### src/sv/ssfm_pkg.sv
// ----------------------------------------------------------------------------
// ssfm_pkg
// Shared types and codes of the SPI slave mailbox with transmit/receive rings.
// ----------------------------------------------------------------------------
package ssfm_pkg;

    localparam int RING_DEPTH_DEF = 32;

    // Request command codes
    localparam logic [1:0] CMD_SPI  = 2'd0;
    localparam logic [1:0] CMD_PUSH = 2'd1;
    localparam logic [1:0] CMD_POP  = 2'd2;

    // Bytes from the master while the protocol is idle
    localparam logic [7:0] SPI_POLL = 8'h00;
    localparam logic [7:0] SPI_SEND = 8'h01;
    localparam logic [7:0] SPI_RECV = 8'h02;

    typedef enum logic [1:0] {
        MODE_IDLE = 2'd0,
        MODE_SEND = 2'd1,
        MODE_RECV = 2'd2
    } mode_t;

    // Controller -> datapath commands
    typedef struct packed {
        logic accept;   // request taken this cycle
        logic capture;  // memory read data is valid this cycle
    } ctrl_t;

    typedef struct packed {
        logic       spi_load_valid;
        logic [7:0] spi_load_byte;
        logic       push_accepted;
        logic       pop_valid;
        logic [7:0] pop_byte;
    } rsp_t;

endpackage

### src/sv/ssfm_in_if.sv
// ----------------------------------------------------------------------------
// ssfm_in_if
// Request channel: valid/ready handshake with command and data byte.
// ----------------------------------------------------------------------------
interface ssfm_in_if;
    logic       valid;
    logic       ready;
    logic [1:0] command;
    logic [7:0] data_byte;

    modport source (output valid, output command, output data_byte, input ready);
    modport sink   (input valid, input command, input data_byte, output ready);
endinterface

### src/sv/ssfm_out_if.sv
// ----------------------------------------------------------------------------
// ssfm_out_if
// Result channel: valid/ready handshake with SPI load, push and pop status.
// ----------------------------------------------------------------------------
interface ssfm_out_if;
    logic       valid;
    logic       ready;
    logic       spi_load_valid;
    logic [7:0] spi_load_byte;
    logic       push_accepted;
    logic       pop_valid;
    logic [7:0] pop_byte;

    modport source (
        output valid, output spi_load_valid, output spi_load_byte,
        output push_accepted, output pop_valid, output pop_byte,
        input  ready
    );
    modport sink (
        input  valid, input spi_load_valid, input spi_load_byte,
        input  push_accepted, input pop_valid, input pop_byte,
        output ready
    );
endinterface

### src/sv/ssfm_ram.sv
// ----------------------------------------------------------------------------
// ssfm_ram
// Generic RAM, one write port and one read port, registered read data.
// ----------------------------------------------------------------------------
module ssfm_ram #(
    parameter int WIDTH = 8,
    parameter int DEPTH = 32
) (
    input  logic                     clk,
    input  logic                     wr_en,
    input  logic [$clog2(DEPTH)-1:0] wr_addr,
    input  logic [WIDTH-1:0]         wr_data,
    input  logic                     rd_en,
    input  logic [$clog2(DEPTH)-1:0] rd_addr,
    output logic [WIDTH-1:0]         rd_data
);

    logic [WIDTH-1:0] mem [DEPTH];

    always_ff @(posedge clk)
    begin
        if (wr_en)
        begin
            mem[wr_addr] <= wr_data;
        end
        if (rd_en)
        begin
            rd_data <= mem[rd_addr];
        end
    end

endmodule

### src/sv/ssfm_ctrl.sv
// ----------------------------------------------------------------------------
// ssfm_ctrl
// Request sequencer: take a request, wait for the memory read, hold result.
// ----------------------------------------------------------------------------
module ssfm_ctrl (
    input  logic            clk,
    input  logic            rst_n,
    input  logic            in_valid,
    output logic            in_ready,
    output logic            out_valid,
    input  logic            out_ready,
    output ssfm_pkg::ctrl_t ctrl
);

    typedef enum logic [2:0] {
        ST_IDLE = 3'b001,
        ST_READ = 3'b010,
        ST_DONE = 3'b100
    } state_t;

    state_t state_reg;
    state_t state_next;

    assign in_ready     = (state_reg == ST_IDLE);
    assign out_valid    = (state_reg == ST_DONE);
    assign ctrl.accept  = in_valid && in_ready;
    assign ctrl.capture = (state_reg == ST_READ);

    always_comb
    begin
        state_next = state_reg;
        case (state_reg)
            ST_IDLE:
            begin
                if (in_valid)
                begin
                    state_next = ST_READ;
                end
            end
            ST_READ:
            begin
                state_next = ST_DONE;
            end
            ST_DONE:
            begin
                if (out_ready)
                begin
                    state_next = ST_IDLE;
                end
            end
            default:
            begin
                state_next = ST_IDLE;
            end
        endcase
    end

    always_ff @(posedge clk or negedge rst_n)
    begin
        if (!rst_n)
        begin
            state_reg <= ST_IDLE;
        end
        else
        begin
            state_reg <= state_next;
        end
    end

    // one request in flight: the read state follows the accept, then the done state with the result
    a_accept_then_capture: assert property (@(posedge clk) disable iff (!rst_n)
        ctrl.accept |=> ctrl.capture ##1 out_valid)
        else $error("capture/result did not follow accept");

    a_no_accept_while_busy: assert property (@(posedge clk) disable iff (!rst_n)
        (ctrl.capture || out_valid) |-> !in_ready)
        else $error("request accepted while one is in flight");

    a_result_held: assert property (@(posedge clk) disable iff (!rst_n)
        (out_valid && !out_ready) |=> out_valid)
        else $error("result dropped before it was taken");

endmodule

### src/sv/ssfm_dp.sv
// ----------------------------------------------------------------------------
// ssfm_dp
// Ring pointers, protocol mode, transmit/receive memories, result register.
// ----------------------------------------------------------------------------
module ssfm_dp #(
    parameter int RING_DEPTH = ssfm_pkg::RING_DEPTH_DEF
) (
    input  logic            clk,
    input  logic            rst_n,
    input  ssfm_pkg::ctrl_t ctrl,
    input  logic [1:0]      command,
    input  logic [7:0]      data_byte,
    output ssfm_pkg::rsp_t  rsp
);

    localparam int              PTR_W = $clog2(RING_DEPTH);
    localparam logic [PTR_W-1:0] LAST = PTR_W'(RING_DEPTH - 1);

    ssfm_pkg::mode_t mode_reg, mode_next;
    logic [PTR_W-1:0] tx_head_reg, tx_head_next;
    logic [PTR_W-1:0] tx_tail_reg, tx_tail_next;
    logic [PTR_W-1:0] rx_head_reg, rx_head_next;
    logic [PTR_W-1:0] rx_tail_reg, rx_tail_next;
    logic [RING_DEPTH-1:0] tx_vld_reg, tx_vld_next;  // slot written since reset
    logic tx_sel_reg, tx_sel_next;
    logic tx_hit_reg, tx_hit_next;
    logic rx_sel_reg, rx_sel_next;
    ssfm_pkg::rsp_t res_reg, res_next;

    logic [PTR_W-1:0] tx_head_inc, tx_tail_inc, rx_head_inc, rx_tail_inc;
    logic             tx_nonempty, rx_nonempty;

    logic       tx_wr_en, tx_rd_en, rx_wr_en, rx_rd_en;
    logic [7:0] tx_rd_data, rx_rd_data;

    assign tx_head_inc = (tx_head_reg == LAST) ? '0 : tx_head_reg + 1'b1;
    assign tx_tail_inc = (tx_tail_reg == LAST) ? '0 : tx_tail_reg + 1'b1;
    assign rx_head_inc = (rx_head_reg == LAST) ? '0 : rx_head_reg + 1'b1;
    assign rx_tail_inc = (rx_tail_reg == LAST) ? '0 : rx_tail_reg + 1'b1;
    assign tx_nonempty = (tx_head_reg != tx_tail_reg);
    assign rx_nonempty = (rx_head_reg != rx_tail_reg);

    always_comb
    begin
        mode_next    = mode_reg;
        tx_head_next = tx_head_reg;
        tx_tail_next = tx_tail_reg;
        rx_head_next = rx_head_reg;
        rx_tail_next = rx_tail_reg;
        tx_vld_next  = tx_vld_reg;
        tx_sel_next  = tx_sel_reg;
        tx_hit_next  = tx_hit_reg;
        rx_sel_next  = rx_sel_reg;
        res_next     = res_reg;
        tx_wr_en     = 1'b0;
        tx_rd_en     = 1'b0;
        rx_wr_en     = 1'b0;
        rx_rd_en     = 1'b0;

        if (ctrl.accept)
        begin
            res_next    = '0;
            tx_sel_next = 1'b0;
            rx_sel_next = 1'b0;
            case (command)
                ssfm_pkg::CMD_SPI:
                begin
                    case (mode_reg)
                        ssfm_pkg::MODE_SEND:
                        begin
                            // empty ring: head slot repeats, pointer stays
                            res_next.spi_load_valid = 1'b1;
                            tx_rd_en    = 1'b1;
                            tx_sel_next = 1'b1;
                            tx_hit_next = tx_vld_reg[tx_head_reg];
                            if (tx_nonempty)
                            begin
                                tx_head_next = tx_head_inc;
                            end
                            mode_next = ssfm_pkg::MODE_IDLE;
                        end
                        ssfm_pkg::MODE_RECV:
                        begin
                            // overflow: byte lands in the spare slot and is lost
                            rx_wr_en = 1'b1;
                            if (rx_tail_inc != rx_head_reg)
                            begin
                                rx_tail_next = rx_tail_inc;
                            end
                            mode_next = ssfm_pkg::MODE_IDLE;
                        end
                        default:
                        begin
                            if (data_byte == ssfm_pkg::SPI_POLL)
                            begin
                                res_next.spi_load_valid = 1'b1;
                                res_next.spi_load_byte  = {7'd0, tx_nonempty};
                            end
                            if (data_byte == ssfm_pkg::SPI_SEND)
                            begin
                                mode_next = ssfm_pkg::MODE_SEND;
                            end
                            else if (data_byte == ssfm_pkg::SPI_RECV)
                            begin
                                mode_next = ssfm_pkg::MODE_RECV;
                            end
                            else
                            begin
                                mode_next = ssfm_pkg::MODE_IDLE;
                            end
                        end
                    endcase
                end
                ssfm_pkg::CMD_PUSH:
                begin
                    // full ring still writes the spare slot
                    tx_wr_en = 1'b1;
                    tx_vld_next[tx_tail_reg] = 1'b1;
                    if (tx_tail_inc != tx_head_reg)
                    begin
                        tx_tail_next = tx_tail_inc;
                        res_next.push_accepted = 1'b1;
                    end
                end
                ssfm_pkg::CMD_POP:
                begin
                    if (rx_nonempty)
                    begin
                        res_next.pop_valid = 1'b1;
                        rx_rd_en     = 1'b1;
                        rx_sel_next  = 1'b1;
                        rx_head_next = rx_head_inc;
                    end
                end
                default:
                begin
                end
            endcase
        end

        if (ctrl.capture)
        begin
            if (tx_sel_reg)
            begin
                res_next.spi_load_byte = tx_hit_reg ? tx_rd_data : 8'd0;
            end
            if (rx_sel_reg)
            begin
                res_next.pop_byte = rx_rd_data;
            end
        end
    end

    always_ff @(posedge clk or negedge rst_n)
    begin
        if (!rst_n)
        begin
            mode_reg    <= ssfm_pkg::MODE_IDLE;
            tx_head_reg <= '0;
            tx_tail_reg <= '0;
            rx_head_reg <= '0;
            rx_tail_reg <= '0;
            tx_vld_reg  <= '0;
            tx_sel_reg  <= 1'b0;
            tx_hit_reg  <= 1'b0;
            rx_sel_reg  <= 1'b0;
        end
        else
        begin
            mode_reg    <= mode_next;
            tx_head_reg <= tx_head_next;
            tx_tail_reg <= tx_tail_next;
            rx_head_reg <= rx_head_next;
            rx_tail_reg <= rx_tail_next;
            tx_vld_reg  <= tx_vld_next;
            tx_sel_reg  <= tx_sel_next;
            tx_hit_reg  <= tx_hit_next;
            rx_sel_reg  <= rx_sel_next;
        end
    end

    always_ff @(posedge clk)
    begin
        res_reg <= res_next;
    end

    assign rsp = res_reg;

    ssfm_ram #(
        .WIDTH (8),
        .DEPTH (RING_DEPTH)
    ) u_tx_ram (
        .clk     (clk),
        .wr_en   (tx_wr_en),
        .wr_addr (tx_tail_reg),
        .wr_data (data_byte),
        .rd_en   (tx_rd_en),
        .rd_addr (tx_head_reg),
        .rd_data (tx_rd_data)
    );

    ssfm_ram #(
        .WIDTH (8),
        .DEPTH (RING_DEPTH)
    ) u_rx_ram (
        .clk     (clk),
        .wr_en   (rx_wr_en),
        .wr_addr (rx_tail_reg),
        .wr_data (data_byte),
        .rd_en   (rx_rd_en),
        .rd_addr (rx_head_reg),
        .rd_data (rx_rd_data)
    );

endmodule

### src/sv/spi_slave_fifo_mailbox_top.sv
// Timing: a request is taken in the idle state; its result is valid in the done state after the read state.
// Only one request is in flight: the next is taken after the registered read of the ring
//   memories and after the held result has been taken.
// Reset (rst_n, async, active low): mode idle, all ring pointers zero, transmit slot
//   valid bits cleared so unwritten slots read as zero; no clearing pass is needed.
// ----------------------------------------------------------------------------
// spi_slave_fifo_mailbox_top
// SPI slave byte mailbox with a transmit ring and a receive ring.
// ----------------------------------------------------------------------------
//
// Request commands:
//   SPI byte  - while idle, the master byte picks the mode: status (load the
//               "transmit ring not empty" flag), send next, or receive next.
//               In send mode the transmit head is loaded and advanced unless
//               the ring is empty. In receive mode the byte goes into the
//               receive ring; on overflow it is dropped.
//   push      - local byte into the transmit ring; refused when full.
//   pop       - local read of the receive ring head.
// Each ring keeps one slot empty, so it holds RING_DEPTH-1 bytes.
//
// Structure: ssfm_ctrl sequences each request (idle -> read -> done),
// ssfm_dp holds the pointers, mode, the two ring memories and the result
// register that parts the request side from the result side.
module spi_slave_fifo_mailbox_top #(
    parameter int RING_DEPTH = ssfm_pkg::RING_DEPTH_DEF
) (
    input logic   clk,
    input logic   rst_n,
    ssfm_in_if.sink    req,
    ssfm_out_if.source rsp
);

    ssfm_pkg::ctrl_t ctrl;
    ssfm_pkg::rsp_t  res;

    ssfm_ctrl u_ctrl (
        .clk       (clk),
        .rst_n     (rst_n),
        .in_valid  (req.valid),
        .in_ready  (req.ready),
        .out_valid (rsp.valid),
        .out_ready (rsp.ready),
        .ctrl      (ctrl)
    );

    ssfm_dp #(
        .RING_DEPTH (RING_DEPTH)
    ) u_dp (
        .clk       (clk),
        .rst_n     (rst_n),
        .ctrl      (ctrl),
        .command   (req.command),
        .data_byte (req.data_byte),
        .rsp       (res)
    );

    // result fields straight from the result register
    assign rsp.spi_load_valid = res.spi_load_valid;
    assign rsp.spi_load_byte  = res.spi_load_byte;
    assign rsp.push_accepted  = res.push_accepted;
    assign rsp.pop_valid      = res.pop_valid;
    assign rsp.pop_byte       = res.pop_byte;

endmodule

### src/flat_wrapper.sv
// flat-port wrapper written by rule: the top's interface ports become plain ports
module spi_slave_fifo_mailbox_top_flat 
#(
    parameter int RING_DEPTH = ssfm_pkg::RING_DEPTH_DEF
)
  (clk, rst_n, req_valid, req_command, req_data_byte, req_ready, rsp_valid, rsp_spi_load_valid, rsp_spi_load_byte, rsp_push_accepted, rsp_pop_valid, rsp_pop_byte, rsp_ready);
  ssfm_in_if req_i ();
  ssfm_out_if rsp_i ();
  input logic clk;
  input logic rst_n;
  input wire logic [$bits(req_i.valid)-1:0] req_valid;
  input wire logic [$bits(req_i.command)-1:0] req_command;
  input wire logic [$bits(req_i.data_byte)-1:0] req_data_byte;
  output wire logic [$bits(req_i.ready)-1:0] req_ready;
  output wire logic [$bits(rsp_i.valid)-1:0] rsp_valid;
  output wire logic [$bits(rsp_i.spi_load_valid)-1:0] rsp_spi_load_valid;
  output wire logic [$bits(rsp_i.spi_load_byte)-1:0] rsp_spi_load_byte;
  output wire logic [$bits(rsp_i.push_accepted)-1:0] rsp_push_accepted;
  output wire logic [$bits(rsp_i.pop_valid)-1:0] rsp_pop_valid;
  output wire logic [$bits(rsp_i.pop_byte)-1:0] rsp_pop_byte;
  input wire logic [$bits(rsp_i.ready)-1:0] rsp_ready;
  assign req_i.valid = req_valid;
  assign req_i.command = req_command;
  assign req_i.data_byte = req_data_byte;
  assign req_ready = req_i.ready;
  assign rsp_valid = rsp_i.valid;
  assign rsp_spi_load_valid = rsp_i.spi_load_valid;
  assign rsp_spi_load_byte = rsp_i.spi_load_byte;
  assign rsp_push_accepted = rsp_i.push_accepted;
  assign rsp_pop_valid = rsp_i.pop_valid;
  assign rsp_pop_byte = rsp_i.pop_byte;
  assign rsp_i.ready = rsp_ready;
  spi_slave_fifo_mailbox_top #(.RING_DEPTH(RING_DEPTH)) u_core (.clk(clk), .rst_n(rst_n), .req(req_i), .rsp(rsp_i));
endmodule
### config.mk
export PLATFORM = sky130hd
export DESIGN_NAME = spi_slave_fifo_mailbox_top_flat
export DESIGN_NICKNAME = d
export VERILOG_FILES = /design/src/sv/ssfm_pkg.sv /design/src/sv/ssfm_in_if.sv /design/src/sv/ssfm_out_if.sv /design/src/sv/ssfm_ram.sv /design/src/sv/ssfm_ctrl.sv /design/src/sv/ssfm_dp.sv /design/src/sv/spi_slave_fifo_mailbox_top.sv /design/src/flat_wrapper.sv
export SDC_FILE = /design/constraint.sdc
export NUM_CORES = 1
export LEC_CHECK = 0
export ABC_AREA = 0
export BUFFER_PORTS_ARGS = -buffer_cell sky130_fd_sc_hd__buf_2
export CORE_ASPECT_RATIO = 0.75
export CORE_MARGIN = 8
export CORE_UTILIZATION = 56
export DETAILED_ROUTE_END_ITERATION = 16
export PLACE_DENSITY = 0.87
export SETUP_SLACK_MARGIN = 0.15
export SLEW_MARGIN = 0
export SYNTH_ARGS = -nofsm -noshare
export SYNTH_HDL_FRONTEND = slang
export SYNTH_SLANG_ARGS = --single-unit
export TNS_END_PERCENT = 5
### constraint.sdc
create_clock -name clk -period 2.6 [get_ports clk]
set_input_delay 0.26 -clock clk [delete_from_list [all_inputs] [get_ports clk]]
set_output_delay 0.26 -clock clk [all_outputs]
set_load 0.01 [all_outputs]
Word level (Yosys, flattened, before mapping). Memories as Yosys holds them, arrays and structs flattened. A register that Yosys moved wholly into a read port is not among the register bits. Cells that the tools add are included.

Reduce and logical (&&, ||, !) cells: 13. Magnitude comparators: 3. Mux-type cells: 41. Bitwise logic cells: 1. Equality and inequality tests: 19. Add/subtract/negate cells: 4.

Operator list (number): 8-bit 2-to-1 mux (7); 32-bit bitwise OR (1); 5-bit by 1-bit adder with 5-bit output (second input constant) (4); 5-bit == test (second input constant) (4); 5-bit 2-to-1 mux (4); 5-bit != test (4); 1-bit 2-to-1 mux (19); 18-bit 2-to-1 mux (1); 5-bit by 6-bit less-than comparator with 1-bit output (second input constant) (2); 9-bit 2-to-1 mux (1); 3-bit one-hot mux with 3 select lines (1); 3-bit AND reduction (3); 8-bit by 1-bit == test with 1-bit output (second input constant) (1); 8-bit by 2-bit == test with 1-bit output (second input constant) (1); 8-bit logical NOT (1); 4-bit AND reduction (2); 2-bit 2-to-1 mux (3); 3-bit 2-to-1 mux (2); 2-bit AND reduction (3); 1-bit binary-select mux with 5-bit select (1); 1-bit demux with 5-bit select (1); 5-bit by 1-bit >= comparator with 1-bit output (second input constant) (1); 2-bit by 1-bit == test with 1-bit output (second input constant) (2); 2-bit == test (second input constant) (2); other kinds (9) (10).

Memories kept: 2. Register bits: 79. RAM bits: 512. Input bits: 14.

Memory list: u_core.u_dp.u_rx_ram.mem (words 32, width 8, rd ports 1, clocked after memory_dff 1, wr ports 1, line ssfm_ram.sv:18) `logic [WIDTH-1:0] mem [DEPTH];`; u_core.u_dp.u_tx_ram.mem (words 32, width 8, rd ports 1, clocked after memory_dff 1, wr ports 1, line ssfm_ram.sv:18).

Logic depth before layout (Yosys ltp).
Depth after elaboration: 8. Mapped depth: 9. Gate-level depth less buffers: 8.

Cells and area by module. From an unflattened synthesis, not the netlist that was laid out.

Cells, all modules: 1210. Area, all modules: 24329.6 µm².

Modules (own cells, without submodules): ssfm_ram (cells an instance 417, times used 2, area an instance 10133.5 µm²); ssfm_dp (cells an instance 364, times used 1, area an instance 3906.2 µm²); ssfm_ctrl (cells an instance 12, times used 1, area an instance 156.4 µm²).

Worst setup path after synthesis. No wires, ideal clock.

Kind: flip-flop to flip-flop. Start point: register u_core.u_dp.rx_tail_reg[0]. End point: register u_core.u_dp.rx_tail_reg[1]. Library setup time: 0.128 ns. Period minus slack after synthesis: 2.518 ns. Arrival: 2.391 ns. Path slack: 0.082 ns. Buffers on the path: 1. Data required time: 2.472 ns. Cell stages (with the launch flop): 9. Cells stage by stage: dfrtp_1 > ha_1 > and3_1 > ha_1 > clkbuf_1 > and4b_1 > or3_1 > a31oi_2 > mux2_1.

Longest elaborated chain between the ends: 4. Elaborated cells on any way between the ends: 5. Those cells by class: add/sub (1); eq/ne (2); mux (1); reduce/logical (1).

RTL lines: from (decl) (line ssfm_dp.sv:23) `logic [PTR_W-1:0] rx_tail_reg, rx_tail_next;`; from (signal assigned) (line ssfm_dp.sv:174) `rx_tail_reg <= rx_tail_next;`; 5-bit by 1-bit adder with 5-bit output / 5-bit == test (equally long branches) (line ssfm_dp.sv:39) `assign rx_tail_inc = (rx_tail_reg == LAST) ? '0 : rx_tail_reg + 1'b1;`; 5-bit 2-to-1 mux (*) (line ssfm_dp.sv:39); 5-bit != test (line ssfm_dp.sv:86) `if (rx_tail_inc != rx_head_reg)`; 4-bit AND reduction (no line).

Every way passes the cells marked *; elsewhere a longest branch is shown, timed or not. A chain may end at the register's enable or synchronous reset.

==> results.cfg <==
[placement]
routabilityCongestion = 0.872
dpl.hpwl_um = 36700
placed_cell_area_um2 = 25800
dpl.cell_count = 1874
port_buffers = 34

[routing]
wl_per_cell_um = 30.0
drc = 0
drtIter0Drc = 1805
ant_nets = 0
route.vias.total = 12900
routed_wl_um = 59700
dr.pass1.iters = 5
via_per_inst = 6.50

[power]
p_sw_share_pct = 25.1
power.switching_mw = 5.70
pwr-share-clk_pct = 33.4
pwr-share-seq_pct = 49.1
p_leak_nw = 9.39
irDropWorstVdd_mv = 0.521
p_int_mw = 17.0
power_density_nw_per_um2 = 821
power_frac_comb_pct = 17.5

[cells_and_area]
final_common_cell = edfxtp_1
final_cells = 1993
mostFrequentLayoutCells = 531 x edfxtp_1, 165 x mux4_2, 119 x buf_4
syn2layout_area_growth_pct = 14.7
drive_gt1_share_pct = 34.3
layout.nets = 1398
fin_util_pct = 64.5
fin_area_um2 = 27700

[clock_network]
clock_sinks = 607
cts_tree = built
cts_buffers = 55
worst_skew_pair.late_latency_ns = 0.60
cts-root-buf = clkbuf_16
clkTransAtPathRegs_ns = 0.06
clk_path_buf_depth = 3
h-tree-depth = 2

[die]
die_y_um = 196
dieWidth_um = 256
die-area_um2 = 50100
rows = 66
initial_core_util_pct = 56.2
core_area_um2 = 42900
io_pins = 35

[setup_path]
crit_path_end_kind = register
path_cells = buf_4 -> mux4_2 -> mux4_2 -> mux2_2
timing.critical_path.slowest_stage_cell = mux4_2
critPathArrivalTime_ns = 2.81
max_stage_delay_ns = 0.60
cp_data_required_time_ns = 2.95
critPathMaxFanout = 10
start_kind = register
path_class = reg -> reg
cp_common_cell = mux4_2

[yosys]
synth-edff-count = 531
synth_top_cell_by_area = edfxtp_1
synth_warnings = 0
synthTopCellsByArea = edfxtp_1 66%, mux4_2 15%, dfrtp_1 6.1%, dfxtp_1 1.3%, nor2_1 1.3%
synth-seq-cells = 607
synthArstFlopShare_pct = 9.88
ys.flop_type = edfxtp_1
syn_area_um2 = 24200
synth_cell_types = 56
syn-instance-count = 1197
syn_nets = 1228
synth-seq-area-share_pct = 73.6
synth_area_per_cell_um2 = 20.2
synth_top_cell_area_share_pct = 66.0

[grt]
grt_max_degree = 65
grt_overflow = 0
antenna_found_initial = 3
grt_pass1_wl_um = 87500
grt_pass1_vias = 13100
grtUsageTotal_pct = 23.7

[timing]
tightest_slew_ns = 0.824
setup_viol = 0
drv_slew = 0
whs_ns = 0.0605
fin_crit_ns = 2.47
fmax_ghz = 0.405
fin_worst_skew_ns = 0.0211
slew_headroom_pct = 44.8
rsz0062_at_grt = true
hold_violations = 0
post-route-period-util_pct = 94.9

[min_path]
hp-class = in -> reg

[job]
cap_violations = 0

[status]
status = completed
worst paths after layout:
path                                                    to  cells past startpoint  slack (ns)                  startpoint
min in group asynchronous       u_core.u_dp.rx_tail_reg[4]                      2        0.21                       rst_n
min                                 u_core.u_dp.tx_sel_reg                      3        0.06                   req_valid
min reg2reg                             u_core.u_dp.rsp[4]                      2        0.46          u_core.u_dp.rsp[4]
max                        u_core.u_dp.u_tx_ram.rd_data[1]                      4        0.13  u_core.u_dp.tx_head_reg[0]
max in group asynchronous       u_core.u_ctrl.state_reg[0]                      3        1.61                       rst_n
max reg2reg                u_core.u_dp.u_tx_ram.rd_data[1]                      4        0.13  u_core.u_dp.tx_head_reg[0]
routing by layer:
metal / vias up / part of all wire [%] / track usage (%)
met5: - / 0.020 / 0
met4: 2 / 3.6 / 8.25
met3: 163 / 13 / 8.59
met2: 939 / 46 / 36.2
met1: 6671 / 37 / 31.5
li1: 5173 / - / -
worst max-delay path: cells and delay by family, from the launching register on:
kind                   cells  cell delay, ns
multiplexers               3            1.43
buffers and inverters      1            0.21
flip-flops                 1            0.56
layout make-up:
type,instances,area (µm²)
Sequential cell,607,17800
Clock inverter,16,88.8
Inverter,18,67.6
Fill cell,2667,15200
Antenna cell,1,2.50
Clock buffer,88,1580
Timing Repair Buffer,172,1370
Multi-Input combinational cell,513,6080
Tap cell,578,723
repair_timing:
action / 4_1_cts / 5_1_grt
buffers inserted: 3 / 6
endpoints found under the hold margin: 18 / 0
setup endpoints to repair: 22 / 24
pin swaps: 1 / 2
hold buffers: 5 / 0
resized for setup: 13 / 7
cells in the mapped netlist, drive strengths merged (2+ instances only):
library cell  count
inv              18
or3               7
a311o             2
o2bb2ai           2
o21ai            16
a31oi             5
clkbuf           28
a22o              7
a32o              2
o21a              2
nor2b             6
nor4              3
mux2             24
nand2            38
or2              35
nand2b            3
xnor2             7
nand3            16
nor3b             3
and3              8
a21oi             6
a21o              3
mux2i             4
edfxtp          531
ha               17
o22ai             3
or3b              2
mux4            168
nor2             82
buf              31
dfxtp            16
xor2             11
o41ai             3
nor3             10
nand3b            4
dfrtp            59
and2              3
metrics by stage:
stage	TNS (ns)	total power [mW]	worst slack [ns]
finish	0	22.7	0.132
global route	0	23.4	0.0975
CTS	0	22.7	0.0478
detailed placement	-0.0127	15.1	-0.00936
global placement	0	14.9	0.0118
floorplan	0	13.9	0.179
power by group through the flow:
stage	logic (mW)	registers, mW	clock network [mW]
final	3.98	11.2	7.60
after detailed placement	3.72	11.4	0
after CTS	3.91	11.2	7.65
after global routing	4.21	11.2	8.01
after floorplan	2.60	11.3	0
after global placement	3.56	11.4	0
cell families (layout without fill, tap and decap cells):
| kind of cell | count (synthesis) | after routing | share of synthesized area [%] |
|---|---|---|---|
| fa+ha+maj | 17 | 17 | 0.881 |
| flops | 607 | 607 | 73.6 |
| buf+inv | 77 | 294 | 1.60 |
| mux | 196 | 196 | 17.0 |
| other cells | 0 | 1 | 0 |
| simple gates | 223 | 223 | 4.57 |
| xor+xnor | 18 | 18 | 0.653 |
| compound gates | 59 | 59 | 1.73 |
No activity file was read; power rests on OpenSTA's default activity.
